**config.mk**
```make
export PLATFORM = sky130hd
export DESIGN_NAME = lfpd_div
export DESIGN_NICKNAME = d
export VERILOG_FILES = /design/src/hdl/lfpd_pkg.sv /design/src/hdl/lfpd_div.sv
export SDC_FILE = /design/constraint.sdc
export NUM_CORES = 1
export LEC_CHECK = 0
export ABC_AREA = 1
export CORE_MARGIN = 4
export CORE_UTILIZATION = 50
export DETAILED_ROUTE_END_ITERATION = 8
export DONT_BUFFER_PORTS = 1
export PLACE_DENSITY = 0.65
export REMOVE_ABC_BUFFERS = 1
export SETUP_SLACK_MARGIN = 0.5
export SLEW_MARGIN = 20
export SYNTH_ARGS = -nofsm -noshare
export SYNTH_HDL_FRONTEND = slang
export SYNTH_SLANG_ARGS = --single-unit
```
**constraint.sdc**
```tcl
create_clock -name clk -period 4.1 [get_ports clk]
set_input_delay 0.82 -clock clk [delete_from_list [all_inputs] [get_ports clk]]
set_output_delay 0.82 -clock clk [all_outputs]
set_load 0.01 [all_outputs]
```
**src/hdl/lfpd_pkg.sv**
```systemverilog
// shared types, widths, codes and reset values for the line follower pid drive
// no dependencies; compile first
package lfpd_pkg;

    // block constants
    localparam int SAMPLE_BITS = 10;
    localparam int DRIVE_MAX   = 1023;
    localparam int SUM_BITS    = 24;

    // fixed field widths
    localparam int GAIN_BITS  = 8;
    localparam int BASE_BITS  = 10;
    localparam int CODE_BITS  = 3;
    localparam int DIR_BITS   = 2;
    localparam int ERR_BITS   = 3;
    localparam int DIFF_BITS  = 4;
    localparam int DRIVE_BITS = $clog2(DRIVE_MAX + 1);

    // configuration port
    localparam int CFG_INDEX_BITS = 3;
    localparam int CFG_DATA_BITS  = (SAMPLE_BITS > BASE_BITS) ? SAMPLE_BITS : BASE_BITS;

    // shared multiplier: zero-extended gain times signed operand
    localparam int MUL_A_BITS = GAIN_BITS + 1;
    localparam int MUL_B_BITS = SUM_BITS;
    localparam int PROD_BITS  = MUL_A_BITS + MUL_B_BITS;

    // derivative term magnitude is at most gain_max * 6
    localparam int DIV_BITS     = $clog2(((1 << GAIN_BITS) - 1) * 6 + 1);
    localparam int Y_BITS       = DIV_BITS + 1;
    localparam int DIV_CNT_BITS = $clog2(DIV_BITS);
    localparam int X_BITS       = PROD_BITS + 1;
    localparam int Q_BITS       = X_BITS + 1;
    localparam int WHEEL_BITS   = Q_BITS + 1;

    // register reset values
    localparam logic [GAIN_BITS-1:0]   RST_GAIN_PROP  = GAIN_BITS'(65);
    localparam logic [GAIN_BITS-1:0]   RST_GAIN_INTEG = GAIN_BITS'(0);
    localparam logic [GAIN_BITS-1:0]   RST_GAIN_DERIV = GAIN_BITS'(10);
    localparam logic [GAIN_BITS-1:0]   RST_STEP_TIME  = GAIN_BITS'(3);
    localparam logic [BASE_BITS-1:0]   RST_BASE_SPEED = BASE_BITS'(75);
    localparam logic [SAMPLE_BITS-1:0] RST_LEFT_THR   = SAMPLE_BITS'(265);
    localparam logic [SAMPLE_BITS-1:0] RST_MID_THR    = SAMPLE_BITS'(220);
    localparam logic [SAMPLE_BITS-1:0] RST_RIGHT_THR  = SAMPLE_BITS'(261);

    // sensor codes, bit2 left, bit1 middle, bit0 right
    localparam logic [CODE_BITS-1:0] CODE_LOST      = 3'b000;
    localparam logic [CODE_BITS-1:0] CODE_RIGHT     = 3'b001;
    localparam logic [CODE_BITS-1:0] CODE_CENTER    = 3'b010;
    localparam logic [CODE_BITS-1:0] CODE_RIGHT_MID = 3'b011;
    localparam logic [CODE_BITS-1:0] CODE_LEFT      = 3'b100;
    localparam logic [CODE_BITS-1:0] CODE_LEFT_MID  = 3'b110;

    // tracking errors
    localparam logic signed [ERR_BITS-1:0] ERR_NONE       = 3'sd0;
    localparam logic signed [ERR_BITS-1:0] ERR_LEFT       = -3'sd1;
    localparam logic signed [ERR_BITS-1:0] ERR_RIGHT      = 3'sd1;
    localparam logic signed [ERR_BITS-1:0] ERR_LEFT_LOST  = -3'sd3;
    localparam logic signed [ERR_BITS-1:0] ERR_RIGHT_LOST = 3'sd3;

    typedef enum logic [CFG_INDEX_BITS-1:0] {
        CFG_GAIN_PROP,
        CFG_GAIN_INTEG,
        CFG_GAIN_DERIV,
        CFG_STEP_TIME,
        CFG_BASE_SPEED,
        CFG_LEFT_THR,
        CFG_MID_THR,
        CFG_RIGHT_THR
    } cfg_index_t;

    typedef enum logic [3:0] {
        ST_IDLE,
        ST_SUM,
        ST_PROP,
        ST_INTEG,
        ST_DERIV,
        ST_DSTART,
        ST_DIV,
        ST_ADJ,
        ST_DRIVE
    } state_t;

    typedef struct packed {
        logic                 start;
        logic [DIV_BITS-1:0]  dividend;
        logic [GAIN_BITS-1:0] divisor;
    } div_req_t;

    typedef struct packed {
        logic                 done;
        logic [DIV_BITS-1:0]  quot;
        logic [GAIN_BITS-1:0] rem;
    } div_rsp_t;

endpackage

```
**src/hdl/lfpd_div.sv**
```systemverilog
// restoring divider, one quotient bit per cycle, unsigned magnitudes
// depends on lfpd_pkg
module lfpd_div
    import lfpd_pkg::*;
(
    input  logic     clk,
    input  logic     rst_n,
    input  div_req_t req,
    output div_rsp_t rsp
);

    logic                    busy_reg, busy_next;
    logic                    done_reg, done_next;
    logic [DIV_CNT_BITS-1:0] cnt_reg, cnt_next;
    logic [DIV_BITS-1:0]     quo_reg, quo_next;
    logic [GAIN_BITS-1:0]    rem_reg, rem_next;
    logic [GAIN_BITS-1:0]    dvs_reg, dvs_next;
    logic [GAIN_BITS:0]      trial;
    logic [GAIN_BITS:0]      diff;
    logic                    fits;

    always_comb
    begin
        trial     = {rem_reg, quo_reg[DIV_BITS-1]};
        diff      = trial - {1'b0, dvs_reg};
        fits      = (trial >= {1'b0, dvs_reg});
        busy_next = busy_reg;
        done_next = 1'b0;
        cnt_next  = cnt_reg;
        quo_next  = quo_reg;
        rem_next  = rem_reg;
        dvs_next  = dvs_reg;
        if (req.start)
        begin
            busy_next = 1'b1;
            cnt_next  = DIV_CNT_BITS'(DIV_BITS - 1);
            quo_next  = req.dividend;
            rem_next  = '0;
            dvs_next  = req.divisor;
        end
        else if (busy_reg)
        begin
            // dividend bits shift out at the top, quotient bits shift in below
            quo_next = {quo_reg[DIV_BITS-2:0], fits};
            rem_next = fits ? diff[GAIN_BITS-1:0] : trial[GAIN_BITS-1:0];
            cnt_next = cnt_reg - 1'b1;
            if (cnt_reg == '0)
            begin
                busy_next = 1'b0;
                done_next = 1'b1;
            end
        end
    end

    always_ff @(posedge clk or negedge rst_n)
    begin
        if (!rst_n)
        begin
            busy_reg <= 1'b0;
            done_reg <= 1'b0;
            cnt_reg  <= '0;
        end
        else
        begin
            busy_reg <= busy_next;
            done_reg <= done_next;
            cnt_reg  <= cnt_next;
        end
    end

    always_ff @(posedge clk)
    begin
        quo_reg <= quo_next;
        rem_reg <= rem_next;
        dvs_reg <= dvs_next;
    end

    assign rsp.done = done_reg;
    assign rsp.quot = quo_reg;
    assign rsp.rem  = rem_reg;

    a_rem_below_divisor: assert property (@(posedge clk) disable iff (!rst_n)
        done_reg |-> (rem_reg < dvs_reg))
        else $error("remainder not below divisor");

    a_done_single: assert property (@(posedge clk) disable iff (!rst_n)
        done_reg |=> !done_reg)
        else $error("done held longer than one cycle");

    a_start_busy: assert property (@(posedge clk) disable iff (!rst_n)
        req.start |=> (busy_reg && !done_reg))
        else $error("divider did not start iterating");

endmodule

```
==> impl_metrics.toml <==
[final_layout]
nets = 263
area_growth_pct = 6.09
utilization_pct = 54.8
antennaDiodeCount = 0
drive_above_1_share_pct = 8.66
largest_reg_flops = 11

[pwr]
leakagePower_uw = 0.00101
intPower_uw = 709
finalPower_uw = 1160
seqPwrFrac_pct = 42.1
vdd.ir_drop.worst_mv = 0.292
pwr-share-clk_pct = 19.9
power_density_nw_per_um2 = 578
p_sw_uw = 451
pwr-share-comb_pct = 38.0
switching_share_pct = 38.8

[worst_setup_path]
required_ns = 4.27
startpoint_type = "flop"
cp-end-kind = "flop"
crit_fanout = 3
critPathKind = "reg2reg"
crit_arrival_ns = 1.99

[floorplanning]
core_area_um2 = 3660
initial_core_util_pct = 51.6
dieArea_um2 = 4830
io_pins = 42
num_rows = 22
die_h_um = 69.5
dieWidth_um = 69.5

[clock_tree]
cts_resized = 0
clock_latency_ns = 0.28
root_buffer = "clkbuf_8"
path_clk_slew_ns = 0.07
cts_htree_levels = 2
numCtsBuffers = 5
clock-sinks = 33
cts_hold_buf = 0
postCtsSetupRepairBufs = 0
cts_tree = "built"
clockBufferDepth = 2

[timing]
fin_crit_sh_pct = 44.4
finClkSkew_ns = 0.00525
setup-violations-final = 0
max_freq_ghz = 0.549
slew-limit-headroom_pct = 56.4
final.setup.tns_ns = 0
final_hold_viol_count = 0
tightest_slew_ns = 0.652
drv_slew = 0
period_needed_ns = 1.82
rsz0062_at_grt = "false"

[global_routing]
grt_pass1_vias = 1410
grt_usage_pct = 16.7
antenna_found_initial = 0
overflow = 0
grt_pass1_wl_um = 6480
grt_max_degree = 23

[route]
ant_nets = 0
drt_iter0_drc = 65
wire_per_inst_um = 13.3
drt_pass1_iterations = 4
vias = 1421
wl_um = 3720
avgViaCountPerCell = 5.09
drc = 0

[job]
max-cap-violations = 0

[synthesis]
synth.distinct_cells = 33
yosysSeqAreaShare_pct = 46.6
ys_seq_elements = 33
syn_area_um2 = 1890
synthCells = 227
synth.avg_cell_area_um2 = 8.33
yosysWarningCount = 0

[placed_design]
dp_hpwl_um = 2850
place_congestion = 0.791
io_buffers = 0

[worst_hold_path]
hold_path_class = "in2async"

[outcome]
status = "finished clean"
[final timing paths]
check                           slack (ns)  cells after the start         end         from
worst max-delay path                  2.28                      8  rem_reg[4]  quo_reg[10]
worst min-delay path                  0.23                      0  cnt_reg[3]        rst_n
worst max register to register        2.28                      8  rem_reg[4]  quo_reg[10]
worst min register to register        0.50                      1    done_reg   cnt_reg[2]
max in group asynchronous             3.80                      0    done_reg        rst_n
min in group clk                      0.50                      1    done_reg   cnt_reg[2]
[power groups by stage]
stage	Sequential, µW	Combinational [µW]	Clock, µW
after floorplan	477	365	0
after CTS	491	444	236
after detailed placement	496	442	0
final	489	441	231
after global routing	500	511	249
after global placement	499	437	0
[synthesized netlist by cell type]
master    instances  area, µm²
nand4_2           1       12.5
nand3b_1          5       37.5
xnor2_1           1       8.76
nand3_2           4       40.0
a21oi_1           3       15.0
nor2_2            3       18.8
inv_1            31        116
or2_2             1       6.26
fa_1              1       20.0
nor2_1            7       26.3
a22oi_1           1       7.51
dfxtp_1           8        160
o21bai_1          1       7.51
nand4_1           2       12.5
o21ai_0           4       20.0
a21oi_2           1       8.76
nand2_2           1       6.26
buf_4             1       7.51
a21o_1            1       7.51
nor3_2            1       10.0
ha_1             10        125
or2_0             1       6.26
edfxtp_1         19        571
nand2_1          88        330
nand3b_4          1       20.0
and2_4            1       8.76
nor4_1            2       12.5
nand3_1          15       75.1
clkbuf_1          2       7.51
buf_6             1       11.3
dfrtp_1           6        150
a31oi_1           1       6.26
xor2_1            2       17.5
[final cells by class]
type / instances / area (µm²)
sequential: 33 / 881
tap: 48 / 60.1
fill: 366 / 1660
multi-input combinational: 159 / 867
clock buffer: 7 / 76.3
clock inverter: 1 / 5.00
inverter: 31 / 116
[placed cells by master, fill, tap and decap left out]
cell type  count
a21oi_1        3
nor4_1         2
edfxtp_1      19
nor3_2         1
nor2_2         3
a21oi_2        1
fa_1           1
nand3_1       15
dfrtp_1        6
o21bai_1       1
nand3b_4       1
and2_4         1
a22oi_1        1
nand2_2        1
nand3b_1       5
nor2_1         7
or2_0          1
a31oi_1        1
inv_1         31
nand2_1       88
o21ai_0        4
xnor2_1        1
ha_1          10
clkinv_2       1
clkbuf_8       5
clkbuf_1       2
nand4_2        1
dfxtp_1        8
a21o_1         1
nand4_1        2
nand3_2        4
xor2_1         2
or2_2          1
[layer usage]
layer | vias to the layer above | routed length [µm] | global-route usage [%]
met4 | 0 | 51 | 7.16
li1 | 738 | - | -
met5 | - | 0 | 0
met2 | 47 | 1610 | 25.4
met3 | 6 | 324 | 5.94
met1 | 630 | 1730 | 21.6
[through the flow]
| stage | hold WS (ns) | area (µm²) | setup WS (ns) | std cells |
|---|---|---|---|---|
| after floorplan | 0.447 | 1860 | 2.36 | 223 |
| after global placement | 0.487 | 1920 | 2.07 | 271 |
| final | 0.225 | 2010 | 2.28 | 279 |
| after detailed placement | 0.490 | 1920 | 2.00 | 271 |
| after global routing | 0.209 | 2010 | 2.15 | 279 |
| after CTS | 0.218 | 2010 | 2.27 | 279 |
[worst max-delay path, cell delays in order, from the launching register on]
cell	delay (ns)
edfxtp_1	0.42
inv_1	0.09
ha_1	0.24
fa_1	0.43
o21bai_1	0.19
xnor2_1	0.13
nand2_1	0.07
nand3_1	0.08
nand2_1	0.05
[cells by family after synthesis]
logic type | synth area share [%]
compound gates | 3.84
xor+xnor | 1.39
fa+ha+maj | 7.68
buf+inv | 7.54
flops | 46.6
simple gates | 33.0
Note: power is estimated with default switching activity, not from simulation.
